--- src/design/rfa_pkg.sv ---
// ----------------------------------------------------------------------------
// rfa_pkg
// Types and constants of the rational fraction adder.
// ----------------------------------------------------------------------------
package rfa_pkg;

  localparam int DataWidth = 32;
  localparam int MagWidth  = 64;

  localparam logic [1:0] ErrNone     = 2'd0;
  localparam logic [1:0] ErrZeroDen  = 2'd1;
  localparam logic [1:0] ErrOverflow = 2'd2;

  typedef struct packed {
    logic signed [31:0] first_numerator;
    logic signed [31:0] first_denominator;
    logic signed [31:0] second_numerator;
    logic signed [31:0] second_denominator;
  } in_item_t;

  typedef struct packed {
    logic signed [31:0] sum_numerator;
    logic [30:0]        sum_denominator;
    logic [1:0]         error_code;
  } out_item_t;

  typedef enum logic [3:0] {
    ST_IDLE, ST_GCD1, ST_DIV1, ST_DIV2, ST_MUL2, ST_MUL3,
    ST_ADD, ST_GCD2, ST_DIV4, ST_DIV5, ST_CHECK, ST_OUT
  } state_t;

  typedef struct packed {
    logic start;
    logic busy;
  } div_ctl_t;

endpackage

--- src/design/rfa_divider.sv ---
// ----------------------------------------------------------------------------
// rfa_divider
// Restoring divider: one quotient bit a cycle over 64-bit magnitudes.
// ----------------------------------------------------------------------------
module rfa_divider (
  input  logic                     clk,
  input  logic                     rst_n,
  input  logic                     start,
  input  logic [rfa_pkg::MagWidth-1:0] dividend,
  input  logic [rfa_pkg::MagWidth-1:0] divisor,
  output rfa_pkg::div_ctl_t        ctl,
  output logic [rfa_pkg::MagWidth-1:0] quotient,
  output logic [rfa_pkg::MagWidth-1:0] remainder
);
  import rfa_pkg::*;

  logic [MagWidth-1:0] q_r, q_nxt, r_r, r_nxt, d_r, d_nxt;
  logic [6:0]          cnt_r, cnt_nxt;
  logic                busy_r, busy_nxt;
  logic [MagWidth:0]   trial;

  always_comb begin
    q_nxt    = q_r;
    r_nxt    = r_r;
    d_nxt    = d_r;
    cnt_nxt  = cnt_r;
    busy_nxt = busy_r;
    trial    = {r_r, q_r[MagWidth-1]} - {1'b0, d_r};
    if (start) begin
      q_nxt    = dividend;
      r_nxt    = '0;
      d_nxt    = divisor;
      cnt_nxt  = 7'(MagWidth);
      busy_nxt = 1'b1;
    end else if (busy_r) begin
      if (!trial[MagWidth]) begin
        r_nxt = trial[MagWidth-1:0];
        q_nxt = {q_r[MagWidth-2:0], 1'b1};
      end else begin
        r_nxt = {r_r[MagWidth-2:0], q_r[MagWidth-1]};
        q_nxt = {q_r[MagWidth-2:0], 1'b0};
      end
      cnt_nxt = cnt_r - 7'd1;
      if (cnt_r == 7'd1) busy_nxt = 1'b0;
    end
  end

  always_ff @(posedge clk) begin
    if (!rst_n) begin
      busy_r <= 1'b0;
      cnt_r  <= '0;
    end else begin
      busy_r <= busy_nxt;
      cnt_r  <= cnt_nxt;
    end
    q_r <= q_nxt;
    r_r <= r_nxt;
    d_r <= d_nxt;
  end

  assign ctl.start = start;
  assign ctl.busy  = busy_r;
  assign quotient  = q_r;
  assign remainder = r_r;

endmodule

--- src/design/rational_fraction_adder.sv ---
// ----------------------------------------------------------------------------
// rational_fraction_adder
// Adds two signed fractions and returns the sum in lowest terms.
// ----------------------------------------------------------------------------
// Usage:
//   Input channel in_valid/in_stall/in_data carries both fractions; result
//   channel out_valid/out_stall/out_data returns one transaction per input.
//   Each transaction runs through a sequencer around one shared 64-bit
//   restoring divider; a division has a start step, 64 quotient bits and
//   a collect step. Each Euclid step is one division; the three 32x32
//   products use one multiplier, the first one in the collect step of a
//   division. The result follows the first GCD, two divisions, the products,
//   the add, the second GCD, two more divisions and the check; a zero
//   sum skips the second GCD, its divisions and the check, and a zero
//   denominator is reported in the cycle right after acceptance. in_stall is
//   high whenever a transaction is in flight; the next input is accepted
//   in the cycle after the result is taken. The result is held in an output
//   register until accepted; a stalled result holds its payload. Reset
//   clears the sequencer and drops any transaction in progress.
// ----------------------------------------------------------------------------
module rational_fraction_adder (
  input  logic               clk,
  input  logic               rst_n,
  input  logic               in_valid,
  output logic               in_stall,
  input  rfa_pkg::in_item_t  in_data,
  output logic               out_valid,
  input  logic               out_stall,
  output rfa_pkg::out_item_t out_data
);
  import rfa_pkg::*;

  localparam logic [63:0] Limit = 64'd1 << (DataWidth - 1);

  state_t state_r, state_nxt;
  logic [63:0] a_r, a_nxt, b_r, b_nxt;
  logic [63:0] d1_r, d1_nxt, d2_r, d2_nxt, n1_r, n1_nxt, n2_r, n2_nxt;
  logic [63:0] g_r, g_nxt, lcm_r, lcm_nxt, t1_r, t1_nxt, t2_r, t2_nxt;
  logic [63:0] num_r, num_nxt;
  logic        neg1_r, neg1_nxt, neg2_r, neg2_nxt, negs_r, negs_nxt;
  logic        started_r, started_nxt;
  out_item_t   res_r, res_nxt;
  logic        ov;

  logic        div_start;
  logic [63:0] div_a, div_b, div_q, div_rem;
  div_ctl_t    div_ctl;
  logic [31:0] mul_x, mul_y;
  logic [63:0] mul_p;

  logic        sn1, sd1, sn2, sd2;
  logic [31:0] mn1, md1, mn2, md2;

  rfa_divider u_div (
    .clk, .rst_n, .start(div_start), .dividend(div_a), .divisor(div_b),
    .ctl(div_ctl), .quotient(div_q), .remainder(div_rem)
  );

  assign mul_p = 64'(mul_x) * 64'(mul_y);

  function automatic logic [31:0] mag_of(input logic [31:0] v);
    logic [31:0] m;
    m = v[DataWidth-1] ? (32'd0 - v) : v;
    return m;
  endfunction

  always_comb begin
    sn1 = in_data.first_numerator[DataWidth-1];
    sd1 = in_data.first_denominator[DataWidth-1];
    sn2 = in_data.second_numerator[DataWidth-1];
    sd2 = in_data.second_denominator[DataWidth-1];
    mn1 = mag_of(32'(in_data.first_numerator));
    md1 = mag_of(32'(in_data.first_denominator));
    mn2 = mag_of(32'(in_data.second_numerator));
    md2 = mag_of(32'(in_data.second_denominator));
  end

  always_comb begin
    state_nxt = state_r; a_nxt = a_r; b_nxt = b_r;
    d1_nxt = d1_r; d2_nxt = d2_r; n1_nxt = n1_r; n2_nxt = n2_r;
    g_nxt = g_r; lcm_nxt = lcm_r; t1_nxt = t1_r; t2_nxt = t2_r;
    num_nxt = num_r; neg1_nxt = neg1_r; neg2_nxt = neg2_r; negs_nxt = negs_r;
    started_nxt = started_r; res_nxt = res_r; ov = 1'b0;
    div_start = 1'b0; div_a = a_r; div_b = b_r;
    mul_x = '0; mul_y = '0;
    unique case (state_r)
      ST_IDLE: begin
        if (in_valid) begin
          d1_nxt = 64'(md1); d2_nxt = 64'(md2);
          n1_nxt = 64'(mn1); n2_nxt = 64'(mn2);
          neg1_nxt = (sn1 != sd1) && (mn1 != '0);
          neg2_nxt = (sn2 != sd2) && (mn2 != '0);
          a_nxt = 64'(md1); b_nxt = 64'(md2);
          started_nxt = 1'b0;
          if (md1 == '0 || md2 == '0) begin
            res_nxt = '{sum_numerator: '0, sum_denominator: '0, error_code: ErrZeroDen};
            state_nxt = ST_OUT;
          end else begin
            state_nxt = ST_GCD1;
          end
        end
      end
      ST_GCD1, ST_GCD2: begin
        if (!started_r) begin
          if (b_r == '0) begin
            g_nxt = a_r;
            state_nxt = (state_r == ST_GCD1) ? ST_DIV1 : ST_DIV4;
          end else begin
            div_start = 1'b1;
            started_nxt = 1'b1;
          end
        end else if (!div_ctl.busy) begin
          a_nxt = b_r; b_nxt = div_rem; started_nxt = 1'b0;
        end
      end
      ST_DIV1, ST_DIV2, ST_DIV4, ST_DIV5: begin
        unique case (state_r)
          ST_DIV1: begin div_a = d1_r;  div_b = g_r; end
          ST_DIV2: begin div_a = d2_r;  div_b = g_r; end
          ST_DIV4: begin div_a = num_r; div_b = g_r; end
          default: begin div_a = lcm_r; div_b = g_r; end
        endcase
        if (!started_r) begin
          div_start = 1'b1; started_nxt = 1'b1;
        end else if (!div_ctl.busy) begin
          started_nxt = 1'b0;
          unique case (state_r)
            ST_DIV1: begin d1_nxt = div_q; state_nxt = ST_DIV2; end
            ST_DIV2: begin
              mul_x = d1_r[31:0]; mul_y = d2_r[31:0];
              lcm_nxt = mul_p; d2_nxt = div_q; state_nxt = ST_MUL2;
            end
            ST_DIV4: begin num_nxt = div_q; state_nxt = ST_DIV5; end
            default: begin lcm_nxt = div_q; state_nxt = ST_CHECK; end
          endcase
        end
      end
      ST_MUL2: begin
        mul_x = n1_r[31:0]; mul_y = d2_r[31:0];
        t1_nxt = mul_p; state_nxt = ST_MUL3;
      end
      ST_MUL3: begin
        mul_x = n2_r[31:0]; mul_y = d1_r[31:0];
        t2_nxt = mul_p; state_nxt = ST_ADD;
      end
      ST_ADD: begin
        if (neg1_r == neg2_r) begin
          num_nxt = t1_r + t2_r; negs_nxt = neg1_r;
        end else if (t1_r >= t2_r) begin
          num_nxt = t1_r - t2_r; negs_nxt = neg1_r;
        end else begin
          num_nxt = t2_r - t1_r; negs_nxt = neg2_r;
        end
        if (num_nxt == '0) begin
          res_nxt = '{sum_numerator: '0, sum_denominator: 31'd1, error_code: ErrNone};
          state_nxt = ST_OUT;
        end else begin
          a_nxt = num_nxt; b_nxt = lcm_r; state_nxt = ST_GCD2;
        end
      end
      ST_CHECK: begin
        ov = (lcm_r > Limit - 64'd1) ||
             (negs_r ? (num_r > Limit) : (num_r > Limit - 64'd1));
        if (ov) begin
          res_nxt = '{sum_numerator: '0, sum_denominator: '0, error_code: ErrOverflow};
        end else begin
          res_nxt.sum_numerator   = negs_r ? (32'd0 - num_r[31:0]) : num_r[31:0];
          res_nxt.sum_denominator = lcm_r[30:0];
          res_nxt.error_code      = ErrNone;
        end
        state_nxt = ST_OUT;
      end
      ST_OUT: begin
        if (!out_stall) state_nxt = ST_IDLE;
      end
      default: state_nxt = ST_IDLE;
    endcase
  end

  always_ff @(posedge clk) begin
    if (!rst_n) begin
      state_r   <= ST_IDLE;
      started_r <= 1'b0;
    end else begin
      state_r   <= state_nxt;
      started_r <= started_nxt;
    end
    a_r <= a_nxt; b_r <= b_nxt; d1_r <= d1_nxt; d2_r <= d2_nxt;
    n1_r <= n1_nxt; n2_r <= n2_nxt; g_r <= g_nxt; lcm_r <= lcm_nxt;
    t1_r <= t1_nxt; t2_r <= t2_nxt; num_r <= num_nxt;
    neg1_r <= neg1_nxt; neg2_r <= neg2_nxt; negs_r <= negs_nxt;
    res_r <= res_nxt;
  end

  assign in_stall  = (state_r != ST_IDLE);
  assign out_valid = (state_r == ST_OUT);
  assign out_data  = res_r;

endmodule

--- config.mk ---
export PLATFORM = sky130hd
export DESIGN_NAME = rational_fraction_adder
export DESIGN_NICKNAME = d
export VERILOG_FILES = /design/src/design/rfa_pkg.sv /design/src/design/rfa_divider.sv /design/src/design/rational_fraction_adder.sv
export SDC_FILE = /design/constraint.sdc
export NUM_CORES = 2
export LEC_CHECK = 0
export ABC_AREA = 1
export BUFFER_PORTS_ARGS = -buffer_cell sky130_fd_sc_hd__buf_2
export CORE_UTILIZATION = 45
export DETAILED_ROUTE_END_ITERATION = 7
export PLACE_DENSITY = 0.61
export SLEW_MARGIN = 15
export SYNTH_ARGS = -nofsm -noshare
export SYNTH_HDL_FRONTEND = slang
export SYNTH_SLANG_ARGS = --single-unit
export TNS_END_PERCENT = 5
--- constraint.sdc ---
create_clock -name clk -period 23.4 [get_ports clk]
set_input_delay 1.17 -clock clk [delete_from_list [all_inputs] [get_ports clk]]
set_output_delay 1.17 -clock clk [all_outputs]
set_load 0.03 [all_outputs]
==> results.sh <==
export IMPL_outcome="complete, but fails checks"
export IMPL_violations="DRC"
export IMPL_worstSetupEndpointType="flop"
export IMPL_rows=170
export IMPL_fin_ws_ns=10.91
export IMPL_crit_slowest_cell="clkinv_1"
export IMPL_drt_pass1_iter_count=8
export IMPL_root_buffer="clkbuf_16"
export IMPL_ys_types=64
export IMPL_via_per_inst=5.762
export IMPL_dieHeight_um=466.4
export IMPL_final_setup_tns_ns=0
export IMPL_crit_path_max_incr_delay_ns=0.99
export IMPL_clockBufferDepth=3
export IMPL_syn_cell_area_um2=97070
export IMPL_hpwl_um=361900
export IMPL_place_ws_ns=10.87
export IMPL_r2r_worst_path_cells=32
export IMPL_cts_tree="done"
export IMPL_synth_edf_count=836
export IMPL_synth_sequential_area_ratio_pct=27.45
export IMPL_drc=39
export IMPL_slew_violations=0
export IMPL_yosysTopAreaCellShare_pct=25.86
export IMPL_grt_max_degree=129
export IMPL_tightest_slew_ns=1.269
export IMPL_path_max_fanout=32
export IMPL_ff2ff_setup_slack_ns=10.91
export IMPL_grt_pass1_vias=89090
export IMPL_antenna_found_initial=29
export IMPL_cts_inserted_buffers=105
export IMPL_worstReg2RegStart="state_r[3]"
export IMPL_rsz0062_at_grt="no"
export IMPL_core_area_um2=214400
export IMPL_synthFlopType="edfxtp_1"
export IMPL_syn_to_final_growth_pct=7.904
export IMPL_vias=90630
export IMPL_yosys_top_cells_count="3018 x nand2_1, 2692 x inv_1, 1483 x nor2_1"
export IMPL_hp_class="flop to flop"
export IMPL_synthCells=12790
export IMPL_die_w_um=466.4
export IMPL_io_pins=199
export IMPL_path_clk_slew_ns=0.07
export IMPL_io_buffers=198
export IMPL_gp_congestion=1.040
export IMPL_worstPathArrival_ns=13.09
export IMPL_dieArea_um2=217600
export IMPL_cts_htree_levels=3
export IMPL_crit_required_ns=24.00
export IMPL_drt_wirelength_per_cell_um=28.65
export IMPL_p_per_area_nw_per_um2=85.04
export IMPL_slew_headroom_pct=15.32
export IMPL_min_to="g_r[43]"
export IMPL_clock_skew_ns=0.05419
export IMPL_critPathKind="flop to flop"
export IMPL_clock_latency_ns=0.79
export IMPL_crit_top_cell="fa_1"
export IMPL_routed_wl_um=450700
export IMPL_synth_most_common_cell="nand2_1"
export IMPL_ir_worst_vdd_mv=0.1677
export IMPL_post_cts_buffers=0
export IMPL_grt_overflow_total=0
export IMPL_finalHoldViolCount=0
export IMPL_nets=14330
export IMPL_synth_top_cell_by_area="edfxtp_1"
export IMPL_setup_violations=0
export IMPL_drive_gt1_share_pct=5.137
export IMPL_grt_pass1_wl_um=634800
export IMPL_worstReg2RegEnd="lcm_r[55]"
export IMPL_antenna_left=0
export IMPL_setup_worst_path_start_class="flop"
export IMPL_drtIter0Drc=11550
export IMPL_period_minus_slack_ns=12.49
export IMPL_p_leak_nw=50.57
export IMPL_yosysWarningCount=0
export IMPL_max_freq_mhz=80.07
export IMPL_ys_ff_latch=913
export IMPL_whs_path_depth=0
export IMPL_cts_hold_buf=0
export IMPL_post_cts_resize_count=0
export IMPL_syn_num_nets=14350
export IMPL_start_util_pct=45.27
export IMPL_syn_avg_cell_area_um2=7.590
export IMPL_synthTopCellsByArea="edfxtp_1 26%, fa_1 19%, nand2_1 12%, inv_1 10%, ha_1 6.8%"
export IMPL_finalCritPeriodShare_pct=53.37
export IMPL_grtUsageTotal_pct=40.86
export IMPL_cts_num_sinks=913
export IMPL_utilization_pct=48.85
export IMPL_ys_async_sr_fraction_pct=0
export IMPL_hold_start="a_r[43]"
export IMPL_maxCapViolCount=0
-- state kept, by name (all words and copies together), names as in the netlist, 4 cells and up --
signal,count
t2_r,64
out_data,65
d1_r,64
a_r,64
u_div.remainder,64
u_div.d_r,64
g_r,64
num_r,64
t1_r,64
state_r,4
lcm_r,64
n1_r,32
n2_r,32
u_div.quotient,64
b_r,64
u_div.cnt_r,7
d2_r,64
-- worst max-delay path, delay by kind of cell, from the launching register on --
kind | cells | cell delay, ns
compound gates | 7 | 2.71
fa+ha+maj | 9 | 4.29
buf+inv | 8 | 2.22
simple gates | 7 | 1.86
flops | 1 | 0.34
xor+xnor | 1 | 0.84
-- through the flow --
stage | power (mW) | std cells | hold WS (ns) | area (um2)
6_report | 8.907 | 15730 | 0.4414 | 104700
5_1_grt | 9.230 | 15710 | 0.4492 | 104700
4_1_cts | 8.777 | 15710 | 0.4380 | 104700
3_5_place_dp | 7.038 | 15510 | 0.4312 | 101100
3_3_place_gp | 7.003 | 15510 | 0.4304 | 101100
2_1_floorplan | 5.311 | 12790 | 0.4208 | 97070
-- cell usage in the layout, fill, tap and decap left out, types with 20 or more instances in the layout --
cell type     n
nand2_1    3017
inv_1      2686
nor2_1     1474
fa_1        900
edfxtp_1    836
o21ai_0     606
ha_1        524
a21oi_1     472
nand3_1     418
xor2_1      263
buf_2       198
buf_4       136
nand4_1     118
clkbuf_16   106
o22ai_1      99
nor3_1       96
a31oi_1      94
dfxtp_1      77
nor4_1       63
xnor2_1      60
a22oi_1      39
o211ai_1     37
o221ai_1     35
and2_1       33
clkinv_1     33
inv_2        27
a221oi_1     27
o21bai_1     26
or2_2        25
diode_2      24
a32o_1       21
a22o_1       20
-- where the power goes --
group          total [mW]  switching, mW  internal (mW)
sequential           3.05          0.362           2.69
combinational        4.11           3.19          0.917
clock                1.75          0.774          0.973
-- routing by layer --
metal	track usage (%)	vias to the layer above	part of all wire, %
li1	-	39810	-
met1	52.03	44330	38
met2	62.55	5371	44
met3	9.822	1114	11
met4	25.27	12	7.3
met5	0.3513	-	0.018
-- cell type report --
cell class / count / area (um2)
flip-flops and latches: 913 / 26650
multi-input cells: 8688 / 58600
well taps: 2838 / 3551
repair buffers: 336 / 2052
clock buffers: 122 / 2743
inverters: 2734 / 10270
fillers: 21500 / 109700
clock inverters: 74 / 819.5
diodes: 24 / 60.06
-- worst max path at each step --
stage | startpoint | to | slack, ns | cells after the start
2_1_floorplan | state_r[2] | lcm_r[57] | 13.25 | 36
3_3_place_gp | state_r[3] | lcm_r[55] | 10.91 | 32
3_5_place_dp | state_r[3] | lcm_r[53] | 10.87 | 33
4_1_cts | state_r[3] | lcm_r[53] | 10.85 | 33
5_1_grt | state_r[3] | lcm_r[63] | 10.65 | 33
6_report | state_r[3] | lcm_r[55] | 10.91 | 32
-- cells by family (layout without fill, tap and decap cells) --
| group | after synthesis | in the layout | synth area share (%) |
|---|---|---|---|
| AND/OR/NAND/NOR | 5328 | 5328 | 22.17 |
| XOR/XNOR | 335 | 335 | 3.023 |
| flip-flops | 913 | 913 | 27.45 |
| buffers and inverters | 3188 | 3266 | 12.53 |
| other | 0 | 24 | 0 |
| adder cells (fa/ha/maj) | 1424 | 1424 | 25.32 |
| AO/OA/AOI/OAI | 1601 | 1601 | 9.509 |
(Power assumes the default switching activity.)
